===== src/design/fisr_pkg.sv =====
// ----------------------------------------------------------------------------
// fisr_pkg
// Shared types, constants and binary32 arithmetic helpers for the fast
// reciprocal square root pipeline.
// ----------------------------------------------------------------------------
package fisr_pkg;

  localparam logic [31:0] FISR_MAGIC = 32'h5f3759df;
  localparam logic [31:0] QUIET_BIT  = 32'h00400000;
  localparam logic [31:0] CANON_NAN  = 32'h7fc00000;
  localparam logic [31:0] POS_INF    = 32'h7f800000;
  localparam logic [31:0] FP_HALF    = 32'h3f000000;
  localparam logic [31:0] FP_THREE_HALVES = 32'h3fc00000;

  // values that ride along with each item
  typedef struct packed {
    logic        ovr;       // result is forced to ovr_word
    logic [31:0] ovr_word;
    logic [31:0] y;         // first guess
  } side_t;

  typedef struct packed {
    logic               sign;
    logic               spec;
    logic [31:0]        spec_word;
    logic [47:0]        prod;
    logic signed [10:0] exp;
  } mul_mid_t;

  typedef struct packed {
    logic        sign;
    logic        spec;
    logic [31:0] spec_word;
    logic [27:0] sum;
    logic [8:0]  e;
  } add_mid_t;

  function automatic logic [5:0] clz48(input logic [47:0] p);
    logic [5:0] n;
    logic       found;
    n = '0;
    found = 1'b0;
    for (int i = 47; i >= 0; i--) begin
      if (!found && p[i]) begin
        n = 6'(47 - i);
        found = 1'b1;
      end
    end
    return n;
  endfunction

  function automatic logic [4:0] clz27(input logic [26:0] p);
    logic [4:0] n;
    logic       found;
    n = '0;
    found = 1'b0;
    for (int i = 26; i >= 0; i--) begin
      if (!found && p[i]) begin
        n = 5'(26 - i);
        found = 1'b1;
      end
    end
    return n;
  endfunction

  // round to nearest even and pack; e >= 1, mant[23] is the hidden bit
  // (zero for a subnormal at e == 1)
  function automatic logic [31:0] round_pack(input logic sign,
                                             input logic signed [10:0] e,
                                             input logic [23:0] mant,
                                             input logic g,
                                             input logic st);
    logic        up;
    logic [24:0] mr;
    logic [31:0] mag;
    up  = g & (st | mant[0]);
    mr  = {1'b0, mant} + 25'(up);
    mag = (32'(e - 11'sd1) << 23) + 32'(mr);
    if (mag >= POS_INF) begin
      mag = POS_INF;
    end
    return {sign, mag[30:0]};
  endfunction

  function automatic mul_mid_t fp_mul_pre(input logic [31:0] a, input logic [31:0] b);
    mul_mid_t   m;
    logic [7:0] ea, eb, eae, ebe;
    logic [23:0] ma, mb;
    logic       a_zero, b_zero, a_inf, b_inf;
    ea     = a[30:23];
    eb     = b[30:23];
    eae    = (ea == 8'd0) ? 8'd1 : ea;
    ebe    = (eb == 8'd0) ? 8'd1 : eb;
    ma     = {(ea != 8'd0), a[22:0]};
    mb     = {(eb != 8'd0), b[22:0]};
    a_zero = (a[30:0] == 31'd0);
    b_zero = (b[30:0] == 31'd0);
    a_inf  = (ea == 8'hff);
    b_inf  = (eb == 8'hff);
    m.sign = a[31] ^ b[31];
    m.prod = 48'(ma) * 48'(mb);
    m.exp  = $signed({3'b000, eae}) + $signed({3'b000, ebe}) - 11'sd126;
    m.spec = 1'b0;
    m.spec_word = '0;
    if (a_inf || b_inf) begin
      m.spec = 1'b1;
      m.spec_word = (a_zero || b_zero) ? CANON_NAN : {m.sign, POS_INF[30:0]};
    end else if (a_zero || b_zero) begin
      m.spec = 1'b1;
      m.spec_word = {m.sign, 31'd0};
    end
    return m;
  endfunction

  function automatic logic [31:0] fp_mul_post(input mul_mid_t m);
    logic [5:0]         lz;
    logic [47:0]        pn;
    logic signed [10:0] e;
    logic [10:0]        shw;
    logic [63:0]        val, val2;
    logic               lost, g, st;
    logic [23:0]        mant;
    lz   = clz48(m.prod);
    pn   = m.prod << lz;
    e    = m.exp - $signed({5'b00000, lz});
    val  = {pn, 16'd0};
    val2 = '0;
    lost = 1'b0;
    if (e >= 11'sd1) begin
      mant = pn[47:24];
      g    = pn[23];
      st   = |pn[22:0];
    end else begin
      shw = 11'(11'sd1 - e);
      if (shw >= 11'd64) begin
        val2 = '0;
        lost = |val;
      end else begin
        val2 = val >> shw[5:0];
        lost = |(val & ((64'd1 << shw[5:0]) - 64'd1));
      end
      mant = val2[63:40];
      g    = val2[39];
      st   = (|val2[38:0]) | lost;
      e    = 11'sd1;
    end
    return m.spec ? m.spec_word : round_pack(m.sign, e, mant, g, st);
  endfunction

  function automatic add_mid_t fp_add_pre(input logic [31:0] a, input logic [31:0] b);
    add_mid_t    m;
    logic [31:0] big, lit;
    logic [7:0]  ebe, ele, d;
    logic [26:0] a27, b27, bs;
    logic        sub;
    if (b[30:0] > a[30:0]) begin
      big = b;
      lit = a;
    end else begin
      big = a;
      lit = b;
    end
    ebe = (big[30:23] == 8'd0) ? 8'd1 : big[30:23];
    ele = (lit[30:23] == 8'd0) ? 8'd1 : lit[30:23];
    d   = ebe - ele;
    a27 = {(big[30:23] != 8'd0), big[22:0], 3'b000};
    b27 = {(lit[30:23] != 8'd0), lit[22:0], 3'b000};
    if (d >= 8'd27) begin
      bs = {26'd0, |b27};
    end else begin
      bs = (b27 >> d[4:0]) | 27'(|(b27 & ((27'd1 << d[4:0]) - 27'd1)));
    end
    sub    = big[31] ^ lit[31];
    m.sign = big[31];
    m.sum  = sub ? ({1'b0, a27} - {1'b0, bs}) : ({1'b0, a27} + {1'b0, bs});
    m.e    = {1'b0, ebe};
    m.spec = 1'b0;
    m.spec_word = '0;
    if (big[30:23] == 8'hff) begin
      m.spec = 1'b1;
      m.spec_word = ((lit[30:23] == 8'hff) && sub) ? CANON_NAN : big;
    end else if (big[30:0] == 31'd0) begin
      m.spec = 1'b1;
      m.spec_word = {big[31] & lit[31], 31'd0};
    end else if (sub && (m.sum == 28'd0)) begin
      m.spec = 1'b1;
      m.spec_word = '0;
    end
    return m;
  endfunction

  function automatic logic [31:0] fp_add_post(input add_mid_t m);
    logic [26:0] s;
    logic [4:0]  lz;
    logic [8:0]  e, sh;
    lz = clz27(m.sum[26:0]);
    sh = '0;
    if (m.sum[27]) begin
      s = {m.sum[27:2], m.sum[1] | m.sum[0]};
      e = m.e + 9'd1;
    end else begin
      sh = (9'(lz) > (m.e - 9'd1)) ? (m.e - 9'd1) : 9'(lz);
      s  = m.sum[26:0] << sh[4:0];
      e  = m.e - sh;
    end
    return m.spec ? m.spec_word
                  : round_pack(m.sign, $signed({2'b00, e}), s[26:3], s[2], |s[1:0]);
  endfunction

endpackage


===== src/design/fisr_fmul.sv =====
// ----------------------------------------------------------------------------
// fisr_fmul
// Binary32 multiply, round to nearest even: product stage, then
// normalize/round stage.
// ----------------------------------------------------------------------------
module fisr_fmul import fisr_pkg::*; (
  input  logic        clk,
  input  logic        rst,
  input  logic        en,
  input  logic        in_valid,
  input  logic [31:0] a,
  input  logic [31:0] b,
  input  side_t       side_in,
  output logic        out_valid,
  output logic [31:0] p,
  output side_t       side
);

  mul_mid_t mid;
  side_t    mid_side;
  logic     mid_valid;

  always_ff @(posedge clk) begin
    if (rst) begin
      mid_valid <= 1'b0;
      out_valid <= 1'b0;
    end else if (en) begin
      mid_valid <= in_valid;
      out_valid <= mid_valid;
    end
  end

  always_ff @(posedge clk) begin
    if (en) begin
      mid      <= fp_mul_pre(a, b);
      mid_side <= side_in;
      p        <= fp_mul_post(mid);
      side     <= mid_side;
    end
  end

endmodule


===== config.mk =====
export PLATFORM = sky130hd
export DESIGN_NAME = fisr_fmul
export DESIGN_NICKNAME = d
export VERILOG_FILES = /design/src/design/fisr_pkg.sv /design/src/design/fisr_fmul.sv
export SDC_FILE = /design/constraint.sdc
export NUM_CORES = 2
export LEC_CHECK = 0
export BUFFER_PORTS_ARGS = -buffer_cell sky130_fd_sc_hd__buf_2
export CAP_MARGIN = 10
export CELL_PAD_IN_SITES_DETAIL_PLACEMENT = 1
export CELL_PAD_IN_SITES_GLOBAL_PLACEMENT = 1
export CORE_MARGIN = 3
export CORE_UTILIZATION = 30
export CTS_CLUSTER_DIAMETER = 200
export DETAILED_ROUTE_END_ITERATION = 8
export PLACE_DENSITY_LB_ADDON = 0.1
export SYNTH_ARGS = -nofsm -noshare
export SYNTH_HDL_FRONTEND = slang
export SYNTH_SLANG_ARGS = --single-unit
export TNS_END_PERCENT = 1

===== constraint.sdc =====
create_clock -name clk -period 10.3 [get_ports clk]
set_input_delay 0.515 -clock clk [delete_from_list [all_inputs] [get_ports clk]]
set_output_delay 0.515 -clock clk [all_outputs]
set_load 0.01 [all_outputs]

Yosys cells after proc, flatten, opt, wreduce, memory -nomap -nowiden. Cells that the tools add are included. W data, S select, Z words.

Add/subtract/negate cells: 8. Multiply operators: 1. Magnitude comparators: 3. Equality and inequality tests: 2. Shift-type cells: 3. Multiplexer cells: 163. Bitwise operators: 5. Reduce and logical (&&, ||, !) cells: 106.

Operators with widths (count): $mux W6 (47); $mux W64 (3); $mux W1 (102); $mux W32 (3); $and A64 B64 Y64 (1); $reduce_or A64 Y1 (1); $shl A1 B6 Y64 const A (1); $shr A64 B6 Y64 (1); $sub A64 B1 Y64 const B (1); $logic_not A31 Y1 (2); $mul A24 B24 Y48 (1); $mux W24 (2); $reduce_or A48 Y1 (1); $shl A48 B6 Y48 (1); $logic_and A1 B1 Y1 (47); $logic_not A1 Y1 (47); $reduce_or A39 Y1 (1); $mux W33 (1); $add A32 B25 Y32 (1); $ge A32 B31 Y1 const B (1); $mux W31 (1); $add A24 B1 Y25 (1); $reduce_or A23 Y1 (1); $mux W9 (2); 15 further kinds (21).

Flip-flop bits (word level): 257. Input port bits: 133. Word-level logic and storage cells: 305.

Depth between registers and ports, before layout.
Depth after elaboration: 209. Gate-level depth with buffers: 41.

Worst setup path before layout. No wires, ideal clock.

Path kind: reg2reg. Start point: register mid[56] (netlist name). End point: register p[8] (data pin). Library setup time: 0.254 ns. Data arrival time: 9.344 ns. Path slack: 0.701 ns. Stages on the path, launching flop included: 40. Buffers on the path: 10. Path through: edfxtp_1 > nor4_4 > nand4_1 > buf_4 > nor4_2 > o21ai_1 > nand4_2 > nand2_2 > inv_4 > buf_2 > buf_2 > ha_1 > inv_1 > fa_1 > clkbuf_1 > clkinv_1 > buf_1 > clkbuf_1 > (+4 left out) > o211ai_1 > nor3_1 > a211oi_1 > a221oi_1 > nand2_1 > nor3_1 > nand3_1 > o311ai_1 > a211o_1 > and2_1 > ha_1 > and4_1 > nor4b_4 > a31oi_4 > xnor2_1 > o41ai_4 > buf_6 > nor2_1.

Cells in the longest elaborated chain, start to end: 202. Elaborated cells between the ends (all ways): 264.

RTL lines: from (decl) (line fisr_fmul.sv:19) `mul_mid_t mid;`; from (signal assigned) (line fisr_fmul.sv:35) `mid <= fp_mul_pre(a, b);`; $logic_and A1 B1 Y1 (line fisr_pkg.sv:44) `if (!found && p[i]) begin`; $mux W1 (line fisr_pkg.sv:44); $mux W1 (line fisr_fmul.sv:34) `if (en) begin`; $logic_not A1 Y1 (line fisr_pkg.sv:44); $logic_and A1 B1 Y1 (line fisr_pkg.sv:44); $mux W1 (line fisr_pkg.sv:44); $mux W1 (line fisr_fmul.sv:34); $logic_not A1 Y1 (line fisr_pkg.sv:44); (+186 left out); $mux W1 (line fisr_fmul.sv:34); $or A1 B1 Y1 (line fisr_pkg.sv:76) `up = g & (st | mant[0]);`; $and A1 B1 Y1 (line fisr_pkg.sv:76); $add A24 B1 Y25 (line fisr_pkg.sv:77) `mr = {1'b0, mant} + 25'(up);`; $add A32 B25 Y32 * (line fisr_pkg.sv:78) `mag = (32'(e - 11'sd1) << 23) + 32'(mr);`; $ge A32 B31 Y1 (line fisr_pkg.sv:79) `if (mag >= POS_INF) begin`; $mux W31 * (line fisr_pkg.sv:79); $mux W32 * (line fisr_pkg.sv:147) `return m.spec ? m.spec_word : round_pack(m.sign, e, mant, g, st);`; to (signal assigned) (line fisr_fmul.sv:37) `p <= fp_mul_post(mid);`; to (decl) (line fisr_fmul.sv:15) `output logic [31:0] p,`.

Every way passes the cells marked *; elsewhere a longest branch is shown, timed or not. The select of a mux whose other input is x is not followed. A chain may end at the register's enable or synchronous reset.

Worst setup path in the final report.
Start point: register mid[24] (netlist name). End point: register p[0] (data pin).

Cells in the longest elaborated chain, start to end: 74. Elaborated cells between the ends (all ways): 104.

RTL lines (line): $logic_and A1 B1 Y1 (fisr_pkg.sv:44); $mux W1 (fisr_pkg.sv:44); $mux W1 (fisr_fmul.sv:34); $logic_not A1 Y1 (fisr_pkg.sv:44); $logic_and A1 B1 Y1 (fisr_pkg.sv:44); $mux W1 (fisr_pkg.sv:44); $mux W1 (fisr_fmul.sv:34); $logic_not A1 Y1 (fisr_pkg.sv:44); (+58 left out); $mux W1 (fisr_fmul.sv:34); $or A1 B1 Y1 (fisr_pkg.sv:76); $and A1 B1 Y1 (fisr_pkg.sv:76); $add A24 B1 Y25 (fisr_pkg.sv:77); $add A32 B25 Y32 * (fisr_pkg.sv:78); $ge A32 B31 Y1 (fisr_pkg.sv:79); $mux W31 * (fisr_pkg.sv:79); $mux W32 * (fisr_pkg.sv:147).

Marked as above.

==> qor.yml <==
clock_network:
  hold_buffers: 0
  numCtsBuffers: 27
  clockBufferDepth: 3
  htreeDepth: 1
  cts_resized: 0
  cts-root-buf: "clkbuf_16"
  clkTransAtPathRegs_ns: 0.07
  clkSinkCount: 227
  clkLatencyLatePin_ns: 0.59
  cts_setup_buffers: 0
  cts_tree: "built"
detailed_routing:
  drc: 0
  postRouteAntennaNets: 0
  dr.first_iter.drc_count: 2220
  routed_wl_mm: 153.3
  dr.pass1.iters: 7
  viasPerCell: 5.459
  via_count: 32434
  post_drt_wl_per_cell_um: 25.80
synth:
  syn_inst: 4158
  synth_ff_type: "edfxtp_1"
  syn_avg_cell_area_um2: 8.899
  syn_area_mm2: 0.03700
  synthArstFlopShare_pct: 0
  ys.warnings.count: 0
  synth_edf_count: 225
  synth_cell_types: 128
  synth-seq-area-share_pct: 18.37
  syn_nets: 4977
  ys_ff_latch: 227
timing:
  timing.final.hold_violations: 0
  slew-limit-headroom_pct: 13.37
  fmax_mhz: 109.2
  worst_pin_slew_ns: 1.296
  rsz0062_at_grt: "no"
  min_period_ns: 9.157
  slew_viol_final: 0
  tns_ns: 0
  fin_crit_sh_pct: 88.91
  skew_ns: 0.04536
  fin_ws_ns: 1.143
  setup_violations: 0
floorplan:
  die_h_um: 357.2
  start_util_pct: 30.32
  io-pin-count: 231
  dieArea_mm2: 0.1276
  die-width_um: 357.2
  core_mm2: 0.1220
  rows: 128
global_routing:
  grt_overflow: 0
  antenna_found_initial: 8
  grt_pass1_wl_mm: 229.9
  grt_max_degree: 64
  grt_pass1_vias: 34717
  grtUsageTotal_pct: 23.69
setup_path:
  crit_path_start_kind: "register"
  cpMaxStageDelayCell: "a221oi_1"
  crit_start: "mid[24]$_DFFE_PP_"
  reg2reg_from: "mid[24]$_DFFE_PP_"
  end_kind: "register"
  max_stage_delay_ns: 0.58
  cp.required_ns: 10.58
  worstSetupPathType: "register to register"
  crit_arrival_ns: 9.44
  crit_fanout: 23
worst_hold_path:
  hold_class: "input pin to register"
  hold_start: "side_in[14]"
finish:
  drive_above_1_share_pct: 12.27
  final_cell_area_mm2: 0.04092
  area_delta_synth_final_pct: 10.59
  final_cell_mix: "nand2_1 (571), inv_1 (536), fa_1 (483)"
  layout_commonest_cell: "nand2_1"
  fin_nets: 5109
outcome:
  status: "finished, final reports clean"
placement:
  dp_hpwl_mm: 120.8
  numPortBuffers: 230
  place_congestion: 0.9405
  place_ws_ns: 0.5468
  dpl_cell_area_mm2: 0.04001
flow_run:
  drv_cap: 0
-- sequential cells by signal, summed over array words and instances (netlist names) --
name / cells
mid_side: 65
mid_valid: 1
mid: 63
side: 65
p: 32
out_valid: 1
-- worst max-delay path, delay by kind of cell, from the launching register on --
kind                     cells  cell delay (ns)
AO/OA/AOI/OAI               12             2.81
XOR/XNOR                     2             0.66
flip-flops                   1             0.51
adder cells (fa/ha/maj)      2             0.52
buffers and inverters        4             0.75
AND/OR/NAND/NOR             11             3.60
-- metal layers --
metal	track usage (%)	routed length (um)
met2	40.87	74850
met1	30.78	64810
met4	8.300	6039
met5	0	0
met3	2.555	7569
-- cells in the mapped netlist (all sizes together), types with 14 or more instances --
library cell	count	area (um2)
nor3	119	621.8
buf	69	452.9
and2	207	1295
o211ai	50	380.4
and3	18	113.9
inv	539	2026
nand3	86	465.4
a21oi	162	833.3
a31oi	31	209.0
nand4	34	219.0
nor4	51	429.2
o21ai	190	958.4
nor2b	18	112.6
a221oi	18	205.2
mux2	20	229.0
clkbuf	182	686.9
fa	484	9689
a2111oi	22	270.3
o21a	14	105.1
xor2	24	210.2
o221ai	24	229.0
o31ai	25	206.5
o22ai	37	237.7
nor2	238	930.9
a211oi	58	475.5
edfxtp	225	6756
a21o	27	202.7
xnor2	68	595.6
ha	202	2527
o311ai	18	165.2
o21bai	14	105.1
nand2	575	2173
mux2i	58	591.8
a22oi	25	187.7
-- metrics by stage --
stage,cells,utilization (%),hold WS (ns)
after floorplan,4158,-,0.4003
after global placement,5886,32.79,0.4002
after detailed placement,5886,32.79,0.4052
after CTS,5935,33.52,0.06132
after global routing,5939,33.53,0.07580
final,5941,33.53,0.1059
-- area by class of cell --
type,instances,area (um2)
clock buffers,36,709.4
repair buffers,354,2092
inverters,543,2041
diodes,6,15.01
flip-flops and latches,227,6797
fillers,14267,81120
multi-input cells,3137,27050
well taps,1625,2033
clock inverters,13,180.2
-- worst paths after layout --
kind                                 end  slack (ns)  depth (start not counted)
setup / recovery      p[0]$_SDFFCE_PP0P_        1.14                         31
hold / removal    mid_side[14]$_DFFE_PP_        0.11                          1
setup reg to reg      p[0]$_SDFFCE_PP0P_        1.14                         31
hold reg to reg       side[23]$_DFFE_PP_        0.41                          0
-- cell families after synthesis --
logic type / count (synthesis) / share of synthesized area [%]
xor+xnor: 93 / 2.239
flops: 227 / 18.37
compound gates: 852 / 16.40
buf+inv: 794 / 8.596
fa+ha+maj: 686 / 33.02
simple gates: 1421 / 18.74
mux: 85 / 2.644
Power is left out: the tool's default activity adds up to more than one toggle a clock period on the data nets, which glitch-free logic cannot reach.
