[src/design/fisr_pkg.sv]
// ----------------------------------------------------------------------------
// fisr_pkg
// Shared types, constants and binary32 arithmetic helpers for the fast
// reciprocal square root pipeline.
// ----------------------------------------------------------------------------
package fisr_pkg;

  localparam logic [31:0] FISR_MAGIC = 32'h5f3759df;
  localparam logic [31:0] QUIET_BIT  = 32'h00400000;
  localparam logic [31:0] CANON_NAN  = 32'h7fc00000;
  localparam logic [31:0] POS_INF    = 32'h7f800000;
  localparam logic [31:0] FP_HALF    = 32'h3f000000;
  localparam logic [31:0] FP_THREE_HALVES = 32'h3fc00000;

  // values that ride along with each item
  typedef struct packed {
    logic        ovr;       // result is forced to ovr_word
    logic [31:0] ovr_word;
    logic [31:0] y;         // first guess
  } side_t;

  typedef struct packed {
    logic               sign;
    logic               spec;
    logic [31:0]        spec_word;
    logic [47:0]        prod;
    logic signed [10:0] exp;
  } mul_mid_t;

  typedef struct packed {
    logic        sign;
    logic        spec;
    logic [31:0] spec_word;
    logic [27:0] sum;
    logic [8:0]  e;
  } add_mid_t;

  function automatic logic [5:0] clz48(input logic [47:0] p);
    logic [5:0] n;
    logic       found;
    n = '0;
    found = 1'b0;
    for (int i = 47; i >= 0; i--) begin
      if (!found && p[i]) begin
        n = 6'(47 - i);
        found = 1'b1;
      end
    end
    return n;
  endfunction

  function automatic logic [4:0] clz27(input logic [26:0] p);
    logic [4:0] n;
    logic       found;
    n = '0;
    found = 1'b0;
    for (int i = 26; i >= 0; i--) begin
      if (!found && p[i]) begin
        n = 5'(26 - i);
        found = 1'b1;
      end
    end
    return n;
  endfunction

  // round to nearest even and pack; e >= 1, mant[23] is the hidden bit
  // (zero for a subnormal at e == 1)
  function automatic logic [31:0] round_pack(input logic sign,
                                             input logic signed [10:0] e,
                                             input logic [23:0] mant,
                                             input logic g,
                                             input logic st);
    logic        up;
    logic [24:0] mr;
    logic [31:0] mag;
    up  = g & (st | mant[0]);
    mr  = {1'b0, mant} + 25'(up);
    mag = (32'(e - 11'sd1) << 23) + 32'(mr);
    if (mag >= POS_INF) begin
      mag = POS_INF;
    end
    return {sign, mag[30:0]};
  endfunction

  function automatic mul_mid_t fp_mul_pre(input logic [31:0] a, input logic [31:0] b);
    mul_mid_t   m;
    logic [7:0] ea, eb, eae, ebe;
    logic [23:0] ma, mb;
    logic       a_zero, b_zero, a_inf, b_inf;
    ea     = a[30:23];
    eb     = b[30:23];
    eae    = (ea == 8'd0) ? 8'd1 : ea;
    ebe    = (eb == 8'd0) ? 8'd1 : eb;
    ma     = {(ea != 8'd0), a[22:0]};
    mb     = {(eb != 8'd0), b[22:0]};
    a_zero = (a[30:0] == 31'd0);
    b_zero = (b[30:0] == 31'd0);
    a_inf  = (ea == 8'hff);
    b_inf  = (eb == 8'hff);
    m.sign = a[31] ^ b[31];
    m.prod = 48'(ma) * 48'(mb);
    m.exp  = $signed({3'b000, eae}) + $signed({3'b000, ebe}) - 11'sd126;
    m.spec = 1'b0;
    m.spec_word = '0;
    if (a_inf || b_inf) begin
      m.spec = 1'b1;
      m.spec_word = (a_zero || b_zero) ? CANON_NAN : {m.sign, POS_INF[30:0]};
    end else if (a_zero || b_zero) begin
      m.spec = 1'b1;
      m.spec_word = {m.sign, 31'd0};
    end
    return m;
  endfunction

  function automatic logic [31:0] fp_mul_post(input mul_mid_t m);
    logic [5:0]         lz;
    logic [47:0]        pn;
    logic signed [10:0] e;
    logic [10:0]        shw;
    logic [63:0]        val, val2;
    logic               lost, g, st;
    logic [23:0]        mant;
    lz   = clz48(m.prod);
    pn   = m.prod << lz;
    e    = m.exp - $signed({5'b00000, lz});
    val  = {pn, 16'd0};
    val2 = '0;
    lost = 1'b0;
    if (e >= 11'sd1) begin
      mant = pn[47:24];
      g    = pn[23];
      st   = |pn[22:0];
    end else begin
      shw = 11'(11'sd1 - e);
      if (shw >= 11'd64) begin
        val2 = '0;
        lost = |val;
      end else begin
        val2 = val >> shw[5:0];
        lost = |(val & ((64'd1 << shw[5:0]) - 64'd1));
      end
      mant = val2[63:40];
      g    = val2[39];
      st   = (|val2[38:0]) | lost;
      e    = 11'sd1;
    end
    return m.spec ? m.spec_word : round_pack(m.sign, e, mant, g, st);
  endfunction

  function automatic add_mid_t fp_add_pre(input logic [31:0] a, input logic [31:0] b);
    add_mid_t    m;
    logic [31:0] big, lit;
    logic [7:0]  ebe, ele, d;
    logic [26:0] a27, b27, bs;
    logic        sub;
    if (b[30:0] > a[30:0]) begin
      big = b;
      lit = a;
    end else begin
      big = a;
      lit = b;
    end
    ebe = (big[30:23] == 8'd0) ? 8'd1 : big[30:23];
    ele = (lit[30:23] == 8'd0) ? 8'd1 : lit[30:23];
    d   = ebe - ele;
    a27 = {(big[30:23] != 8'd0), big[22:0], 3'b000};
    b27 = {(lit[30:23] != 8'd0), lit[22:0], 3'b000};
    if (d >= 8'd27) begin
      bs = {26'd0, |b27};
    end else begin
      bs = (b27 >> d[4:0]) | 27'(|(b27 & ((27'd1 << d[4:0]) - 27'd1)));
    end
    sub    = big[31] ^ lit[31];
    m.sign = big[31];
    m.sum  = sub ? ({1'b0, a27} - {1'b0, bs}) : ({1'b0, a27} + {1'b0, bs});
    m.e    = {1'b0, ebe};
    m.spec = 1'b0;
    m.spec_word = '0;
    if (big[30:23] == 8'hff) begin
      m.spec = 1'b1;
      m.spec_word = ((lit[30:23] == 8'hff) && sub) ? CANON_NAN : big;
    end else if (big[30:0] == 31'd0) begin
      m.spec = 1'b1;
      m.spec_word = {big[31] & lit[31], 31'd0};
    end else if (sub && (m.sum == 28'd0)) begin
      m.spec = 1'b1;
      m.spec_word = '0;
    end
    return m;
  endfunction

  function automatic logic [31:0] fp_add_post(input add_mid_t m);
    logic [26:0] s;
    logic [4:0]  lz;
    logic [8:0]  e, sh;
    lz = clz27(m.sum[26:0]);
    sh = '0;
    if (m.sum[27]) begin
      s = {m.sum[27:2], m.sum[1] | m.sum[0]};
      e = m.e + 9'd1;
    end else begin
      sh = (9'(lz) > (m.e - 9'd1)) ? (m.e - 9'd1) : 9'(lz);
      s  = m.sum[26:0] << sh[4:0];
      e  = m.e - sh;
    end
    return m.spec ? m.spec_word
                  : round_pack(m.sign, $signed({2'b00, e}), s[26:3], s[2], |s[1:0]);
  endfunction

endpackage

[src/design/fisr_guess.sv]
// ----------------------------------------------------------------------------
// fisr_guess
// Bit-level first guess and NaN override detection, one register stage.
// ----------------------------------------------------------------------------
module fisr_guess import fisr_pkg::*; (
  input  logic        clk,
  input  logic        rst,
  input  logic        en,
  input  logic        in_valid,
  input  logic [31:0] x_in,
  output logic        out_valid,
  output logic [31:0] x,
  output side_t       side
);

  logic [31:0] y_c;
  logic        x_nan, y_nan;
  side_t       side_next;

  always_comb begin
    y_c   = FISR_MAGIC - {x_in[31], x_in[31:1]};
    x_nan = (x_in[30:23] == 8'hff) && (x_in[22:0] != 23'd0);
    y_nan = (y_c[30:23] == 8'hff) && (y_c[22:0] != 23'd0);
    side_next.y        = y_c;
    side_next.ovr      = x_nan | y_nan;
    side_next.ovr_word = x_nan ? (x_in | QUIET_BIT) : (y_c | QUIET_BIT);
  end

  always_ff @(posedge clk) begin
    if (rst) begin
      out_valid <= 1'b0;
    end else if (en) begin
      out_valid <= in_valid;
    end
  end

  always_ff @(posedge clk) begin
    if (en) begin
      x    <= x_in;
      side <= side_next;
    end
  end

endmodule

[config.mk]
export PLATFORM = sky130hd
export DESIGN_NAME = fisr_guess
export DESIGN_NICKNAME = d
export VERILOG_FILES = /design/src/design/fisr_pkg.sv /design/src/design/fisr_guess.sv
export SDC_FILE = /design/constraint.sdc
export NUM_CORES = 1
export LEC_CHECK = 0
export BUFFER_PORTS_ARGS = -buffer_cell sky130_fd_sc_hd__buf_2
export CORE_ASPECT_RATIO = 1.4
export CORE_MARGIN = 4
export CORE_UTILIZATION = 32
export DETAILED_ROUTE_END_ITERATION = 7
export GPL_TIMING_DRIVEN = 0
export PLACE_DENSITY = 0.64
export RECOVER_POWER = 25
export SKIP_LAST_GASP = 1
export SYNTH_ARGS = -nofsm -noshare
export SYNTH_HDL_FRONTEND = slang
export SYNTH_SLANG_ARGS = --single-unit
[constraint.sdc]
create_clock -name clk -period 3.5 [get_ports clk]
set_clock_uncertainty 0.2 [all_clocks]
set_input_delay 0.35 -clock clk [delete_from_list [all_inputs] [get_ports clk]]
set_output_delay 0.35 -clock clk [all_outputs]
set_load 0.005 [all_outputs]
* Yosys cells after proc, flatten, opt, wreduce, memory -nomap -nowiden *
Cells that the tools add are included.

cells by class
  $add $sub $neg = 1
  eq/ne operators = 2
  muxes and demuxes = 1
  bitwise operators = 1
  reductions and logical operators = 4

operator list
  cell                                                                   count
  23-bit nonzero test                                                    2
  32-bit two-way mux                                                     1
  31-bit by 32-bit subtractor with 32-bit output (first input constant)  1
  8-bit equality test (second input constant)                            2
  1-bit logical AND                                                      2
  1-bit bitwise OR                                                       1

storage, ports and cells
  bits in registers = 98
  input bits = 36
  logic and storage cells = 14

* Depth between registers and ports, before layout *
Gate-level depths: netlist of run 1.

  depth after elaboration = 4
  depth in mapped cells = 9
  mapped depth without buffers = 9

* Worst setup path after synthesis of run 1 *
OpenSTA, ideal clock, no wires.

  path type = input port to flip-flop
  start = input x_in[6]
  end = register side[64] in the netlist's numbering (data pin)
  arrival = 2.400 ns
  data required time = 3.044 ns
  path slack = 0.644 ns
  stages on the path = 8
  cell sequence = ha_1 -> a311oi_2 -> xor2_1 -> or4_1 -> nor4_2 -> nand2_1 -> or4_1 -> a41o_1

RTL lines
  item                  line              RTL
  start, declared       fisr_guess.sv:10  input logic [31:0] x_in,
  end signal, assigned  fisr_guess.sv:40  side <= side_next;
  end, declared         fisr_guess.sv:13  output side_t side

==> results summary, run 1 <==
The run finished, with violations left. The final reports fail on max-capacitance violations, max-slew violations. The actual slew at the worst max-slew pin is 2.62 ns. The worst setup path is launched from an input pin.

After global routing, the most crowded layer is met2. The count of input and output buffers came out at 132. The startpoint identified for the worst hold timing path is in_valid. The die is 143 um tall. The start of the worst register-to-register path is out_valid$_SDFFE_PP0P_. The routing usage on met2 is 24.8%.

The largest voltage drop on the vdd net is 0.205 mV. Counting distinct cell types in the post-synthesis netlist gives 55. By instance count, the leading cell after synthesis is sky130_fd_sc_hd__edfxtp_1. The post-synth net total came out at 331.

The number of cells on the worst reg-to-reg path is 2. The power per unit of standard cell area came out at 500 nW/um^2. The maximum number of pins on one net before global-route repair came out at 52. The area fraction in compound gates after synthesis came out at 6.87%. The row count came out at 49. The count of final max-slew check failures came to 46. Routability-driven placement finished with a final weighted congestion of 0.808. Clock tree synthesis inserted a total of 9 buffers. The synthesized netlist devotes 0.597% of its cell area to adder and majority cells. The sum of routed wire length over all layers is 10.2 mm. The layout filler cell count came out at 1,170. The number of antenna violations at the first check in global routing came out at 0. The DRC violations left is 0. The number of antenna diodes in the final layout is 0. The placed instances occupy a cell area of 5070 um^2. The post-detailed-route wirelength per cell came out at 16.8 um.

For the final routed database, the setup TNS stands at 0 ns. The worst-path maximum fanout came out at 8. For this run the aggregate overflow at the end of global routing stands at 0. The count of state elements after synthesis came out at 96. In the final layout, the multi-input gates occupy 1190 um^2. The post-synthesis simple-gate area fraction is 11.1%. The global routing met1 resource utilization came out at 15.3%. The H-tree depth came out at 3. The layout cell share with drive strength beyond 1 came out at 34.1%. The clock-pin transition on the worst setup and hold timing paths came out at 0.06 ns.

For the worst-skew pair, the clock arrives at the later sink with an insertion delay of 0.33 ns. The number of maximum-capacitance violations is 1. The tightest min-delay check is of the in -> reg type. The CTS tree is yes. Setup repair after global routing left no endpoint under its margin.

The most used flip-flop cell after synthesis is sky130_fd_sc_hd__edfxtp_1. The share of synthesized area in the top cell type comes to 68.1%. The yosys synthesis warning count is 0. The met3 usage in global routing came out at 4.13%. By area, the combinational part of the netlist is dominated by simple AND/OR/NAND/NOR gates. The top-level port count is 134. The worst register-to-register path ends at out_valid$_SDFFE_PP0P_. The per-instance average area after synthesis came out at 14.3 um^2. The critical path data arrival time came out at 3.20 ns. The finished layout holds 607 standard cells, fillers aside. After legalization and detailed placement, the total HPWL measured 7.54 mm. After the last flow step, the layout net total stands at 487.

The cell leakage power came out at 2.13 nW. The worst hold endpoint is out_valid$_SDFFE_PP0P_. The via count of the first global-routing pass came out at 2,903. The area growth from synthesis to layout is 31.1%.

The effective utilization at floorplan came out at 32.7%. The critical path data required time came out at 3.39 ns. The critical path is of the in -> reg type. The floorplan die width came out at 105 um. Across the whole layout, storage elements account for 2870 um^2. The average via count per standard cell is 4.78. The clock passes through at most 2 buffers. The final cell area excluding filler cells came out at 5500 um^2.

The global router's overall resource usage is 13.7%. STA classifies the critical path endpoint as a flop. The placeable core region came out at 12,800 um^2. The post-synthesis xor/xnor area fraction is 5.43%.

The residual antenna-violating net count after detailed routing is 0. In the synthesized netlist, the cells that appear most often are sky130_fd_sc_hd__edfxtp_1 (95), sky130_fd_sc_hd__nor2_1 (22), sky130_fd_sc_hd__nand2_1 (19). The floorplan die area is 15,000 um^2. The number of iterations in the first detailed-routing pass came out at 4. The total count of hold-check failures in the final report is 0.

The total via count after detailed routing is 2,903. Yosys mapped a number of flops with a built-in enable equal to 95. Sorting the synthesized cells by area gives the leading types as sky130_fd_sc_hd__edfxtp_1 (68%), sky130_fd_sc_hd__mux2_2 (3.0%), sky130_fd_sc_hd__xnor2_1 (2.9%). The cell type contributing the most total cell area after synthesis is sky130_fd_sc_hd__edfxtp_1. Sequential cells were found to cover 68.5% of the synthesized design area. The multiplexer area fraction after synthesis came out at 3.19%. The number of violations reported at the end of detailed-routing iteration 0 came out at 111. The clock sink count is 96. The async set or reset register ratio after synthesis is 0%. The final critical-path share of the clock period is 94.7%. The cell area after technology mapping is 4190 um^2. Static timing analysis puts the maximum clock frequency at 302 MHz.

The remaining max-slew budget at the tightest pin is -74.5%. The first global-routing pass estimated 16.0 mm of wire. The depth of the worst hold-timing path came out at 3. In this run the clock root is driven by a sky130_fd_sc_hd__clkbuf_16.

The count of final setup violators is 0. The worst-case register-to-register setup slack came out at 2.70 ns. The number of placed instances, taps included is 579. Synthesis handed over a netlist of 293 instances.

For the finished layout, the period the worst path requires is 3.31 ns.
how the worst max path moves through the flow:
stage              from                 end  slack [ns]  cells past startpoint
2_1_floorplan   x_in[6]  side[64]$_DFFE_PP_        0.64                      8
3_3_place_gp    x_in[6]  side[64]$_DFFE_PP_        0.07                      9
3_5_place_dp    x_in[6]  side[64]$_DFFE_PP_      -0.002                      9
4_1_cts         x_in[9]  side[64]$_DFFE_PP_        0.02                     10
5_1_grt        x_in[15]  side[64]$_DFFE_PP_        0.02                     10
6_report        x_in[8]  side[64]$_DFFE_PP_        0.19                     10
power breakdown:
part           switching, W  internal [W]
sequential        0.0000235       0.00139
combinational      0.000197      0.000151
clock              0.000394      0.000594
total              0.000614       0.00213
critical path: stages:
cell,delay [ns]
sky130_fd_sc_hd__dlygate4sd3_1,0.54
sky130_fd_sc_hd__clkbuf_1,0.11
sky130_fd_sc_hd__buf_4,0.17
sky130_fd_sc_hd__a311oi_4,0.32
sky130_fd_sc_hd__xor2_2,0.15
sky130_fd_sc_hd__or4_4,0.48
sky130_fd_sc_hd__nor4_4,0.23
sky130_fd_sc_hd__nand2_1,0.08
sky130_fd_sc_hd__or4_4,0.51
sky130_fd_sc_hd__a41o_1,0.25
per-layer routing:
layer,wire [um],vias to the layer above
li1,-,1401
met5,0,-
met3,592,10
met2,5460,90
met1,3970,1402
met4,192,0
kinds of logic after synthesis:
logic type | after synthesis
other | 1
AO/OA/AOI/OAI | 37
AND/OR/NAND/NOR | 86
buffers and inverters | 33
flip-flops | 96
adder cells (fa/ha/maj) | 2
multiplexers | 12
XOR/XNOR | 26
sequential cells by signal, summed over array words and instances, names as in the netlist:
name	count
out_valid	1
side	63
x	32
stage by stage:
stage          util (%)  hold WS [ns]  total power [W]  worst slack (ns)
2_1_floorplan         -         0.222          0.00157             0.644
3_3_place_gp       39.4         0.266          0.00177            0.0663
3_5_place_dp       39.6         0.287          0.00178          -0.00213
4_1_cts            42.6      0.000562          0.00278            0.0168
5_1_grt            42.9        0.0461          0.00287            0.0177
6_report           42.9        0.0501          0.00275             0.186
final cells by class:
cell class	instances	area share, %
clock buffers	14	4.80
repair buffers	145	13.9
well taps	153	3.48
flip-flops and latches	96	52.3
clock inverters	2	0.683
plain buffers	18	2.19
multi-input cells	164	21.7
inverters	15	1.02
cell usage in the layout, fill, tap and decap left out, types with 3 or more instances in the layout:
cell and instances:
sky130_fd_sc_hd__a211oi_1 4, sky130_fd_sc_hd__a21oi_1 11, sky130_fd_sc_hd__buf_2 105, sky130_fd_sc_hd__buf_4 6, sky130_fd_sc_hd__clkbuf_1 38, sky130_fd_sc_hd__clkbuf_16 9
sky130_fd_sc_hd__clkbuf_8 4, sky130_fd_sc_hd__dlygate4sd3_1 9, sky130_fd_sc_hd__edfxtp_1 95, sky130_fd_sc_hd__inv_1 15, sky130_fd_sc_hd__mux2_2 11, sky130_fd_sc_hd__nand2_1 19
sky130_fd_sc_hd__nand3_1 7, sky130_fd_sc_hd__nand4_1 5, sky130_fd_sc_hd__nor2_1 22, sky130_fd_sc_hd__nor3_1 8, sky130_fd_sc_hd__nor3b_1 3, sky130_fd_sc_hd__o21ai_0 4
sky130_fd_sc_hd__xnor2_1 14, sky130_fd_sc_hd__xor2_1 11
timing repair:
action	4_1_cts	5_1_grt
endpoints found under the hold margin	8	1
setup endpoints to repair	0	1
hold buffers	8	1
buffers inserted	0	3
gates resized for setup	0	6
Power figures use the tool's default switching activity.
==> inputs of run 2 (changes only) <==
--- a/config.mk
+++ b/config.mk
@@ -11,6 +11,7 @@
 export CORE_UTILIZATION = 32
 export DETAILED_ROUTE_END_ITERATION = 7
 export GPL_TIMING_DRIVEN = 0
+export HOLD_SLACK_MARGIN = 0.12
 export PLACE_DENSITY = 0.64
 export RECOVER_POWER = 25
 export SKIP_LAST_GASP = 1
==> run 2 against run 1 <==
Power is 0.88% higher. Sequential cell count did not move. Core utilization up 1.8 points. The run still ends with max-capacitance violations, max-slew violations left. Design area increased by 4.2%. Sequential share of layout area shrank 2.1 points. Cell count up 3.6%. Critical path type unchanged. Setup slack better by 0.0088 ns. Count of clock-buffer cells in the layout is the same. Fmax is 0.27% higher.
==> results summary, run 2 (synthesis results as in run 1) <==
The number of placed instances, taps included is 579. On the critical path, the stage with the largest delay is an instance of sky130_fd_sc_hd__dlygate4sd3_1. TritonCTS built the clock tree.

In the global route stage, met3 resource usage came out at 3.96%. Setup total negative slack on the finished layout was measured at 0 ns. The smallest clock period supported by the final layout is computed as 3.31 ns. The number of maximum-capacitance violations came out at 1. The flow ran to the end, but the final reports show violations.

The number of cells on the worst reg-to-reg path came out at 3. The number of CTS-inserted buffers is 9. Setup violations remaining at the end of the flow were counted as 0. The layout cell share with drive strength beyond 1 is 33.6%. The first global-routing pass estimated 16.5 mm of wire. The DRC violations left is 0.

Derived from the worst setup path, the maximum achievable clock frequency is 303 MHz. The critical path data required time is 3.39 ns. The clock sink count is 96. The startpoint class of the critical path is an input pin. The remaining max-slew budget at the tightest pin is -74.6%. The floorplan has 49 rows.

The highest-utilization routing layer at the global route stage is met2. The core region is 12,800 um^2. The checks that failed: max-capacitance violations, max-slew violations. In the routed layout, each cell is associated on average with a via count of 4.72. The total count of hold-check failures in the final report is 0. The worst hold path belongs to the class in -> reg. The critical path is of the in -> reg type.

The H-tree depth is 3. The global router's overall resource usage is 14.2%. The via count of the first global-routing pass came to 3,013.

The cell leakage power came out at 2.23 nW. The power per unit of standard cell area came out at 484 nW/um^2. The floorplan die area came out at 15,000 um^2. For the worst setup path, the data arrival time is 3.19 ns. Global routing consumed, on the met2 layer, 26.0% of the routing resources. The placed wire-length estimate came out at 7.54 mm. The library cell used most frequently in the layout, excluding fill and tap cells, is sky130_fd_sc_hd__buf_2.

The library cells used most frequently in the layout, excluding fill and tap cells, are sky130_fd_sc_hd__buf_2 (109), sky130_fd_sc_hd__edfxtp_1 (95), sky130_fd_sc_hd__clkbuf_1 (34). The global routing met1 resource utilization is 15.8%. The worst setup path is captured at a flop.

The floorplan die width is 105 um. The die boundary height came out at 143 um. The number of antenna violations at the first check in global routing is 0. The count of input and output buffers is 132. The effective utilization at floorplan came out at 32.7%. More flip-flops sit in one register than any other, and that register is side. At the end of the flow, the number of nets in the layout was 509. The worst-path maximum fanout came out at 10. The signal on the critical path passes through dlygate4sd3_1 > buf_2 > clkbuf_1 > nor2_1 > a211oi_2 > a21oi_1 > nor3_1 > o221ai_1 > or4_4 > a41o_1. The maximum cell stage delay along the critical path is 0.52 ns. The number of iterations in the first detailed-routing pass came out at 6. The maximum number of pins on one net before global-route repair is 52. Across the VDD grid, the largest voltage drop is 0.205 mV. The source-to-sink clock delay at the later pin of the worst-skew pair is 0.33 ns. Pin placement for this block handled 134 I/O pins. The count of final max-slew check failures came out at 46. The clock-pin transition on the worst setup and hold timing paths is 0.06 ns.

The congestion estimate from routability-driven global placement came to 0.808. After detailed routing, the average wire length per cell comes to 16.8 um. The total via count after detailed routing came out at 2,971. The leftover overflow at the end of global routing is 0. The root buffer cell chosen for the clock tree is sky130_fd_sc_hd__clkbuf_16.

The depth of the worst hold-timing path is 1. The non-filler instance count after layout came out at 629. Setup repair after global routing left no endpoint under its margin. Dividing the final minimum period by the clock period gives 94.4%. The number of buffers on the longest clock path is 2.

After the first detailed-routing iteration, the DRC count stood at 126. The area growth from synthesis to layout is 36.6%. The register with the most flip-flops in the layout has 63 of them.

The actual slew at the worst max-slew pin came out at 2.62 ns. The antenna diode count came out at 0. The sum of routed wire length over all layers came out at 10.5 mm. The layout filler cell count is 1,155. The largest registers in the layout are side (63), x (32), out_valid (1). The residual antenna-violating net count after detailed routing came out at 0.
[run 2: cell count changes in the layout (fill, tap and decap cells not counted), sizes merged]
cell	previous run	this run
dlygate4sd3	9	31
buf	115	119
clkbuf	53	49
[run 2: repair_timing]
action | 4_1_cts | 5_1_grt
hold buffers | 31 | 0
gates resized for setup | 0 | 7
endpoints found under the hold margin | 35 | 0
endpoints found under the setup margin | 0 | 1
buffers inserted | 0 | 3
[run 2: final timing paths]
| path | slack [ns] | end | from |
|---|---|---|---|
| setup / recovery | 0.19 | side[64]$_DFFE_PP_ | x_in[15] |
| hold / removal | 0.23 | x[18]$_DFFE_PP_ | x_in[18] |
| setup reg to reg | 2.15 | out_valid$_SDFFE_PP0P_ | out_valid$_SDFFE_PP0P_ |
| hold reg to reg | 0.84 | out_valid$_SDFFE_PP0P_ | out_valid$_SDFFE_PP0P_ |
[run 2: layout make-up]
type	instances	area, um^2	share of cell area (%)
plain buffers	18	120	2.10
clock buffers	14	264	4.61
clock inverters	2	37.5	0.656
inverters	15	56.3	0.984
multi-input cells	164	1190	20.9
flip-flops and latches	96	2870	50.2
well taps	153	191	3.34
repair buffers	167	988	17.3
[run 2: per-stage QoR]
step / area (um^2) / util (%) / power, W / hold WS, ns / setup slack, ns
finish: 5720 / 44.7 / 0.00277 / 0.235 / 0.195
global route: 5720 / 44.7 / 0.00290 / 0.247 / 0.0176
CTS: 5690 / 44.4 / 0.00280 / 0.123 / 0.0168
detailed placement: 5070 / 39.6 / 0.00178 / 0.287 / -0.00213
global placement: 5040 / 39.4 / 0.00177 / 0.266 / 0.0663
floorplan: 4190 / - / 0.00157 / 0.222 / 0.644
[run 2: routing by layer]
| layer | part of all wire (%) | vias to the layer above |
|---|---|---|
| li1 | - | 1438 |
| met4 | 1.8 | 0 |
| met3 | 4.6 | 10 |
| met5 | 0 | - |
| met1 | 39 | 1445 |
| met2 | 54 | 78 |
[run 2: power by group]
part	total, W	internal [W]	switching [W]
logic	0.000369	0.000167	0.000202
clock network	0.000989	0.000594	0.000395
registers	0.00141	0.00139	0.0000239
[run 2: critical path, delay by kind of cell]
kind | cells | cell delay, ns
compound gates | 4 | 1.05
simple gates | 3 | 0.83
buf+inv | 3 | 0.97
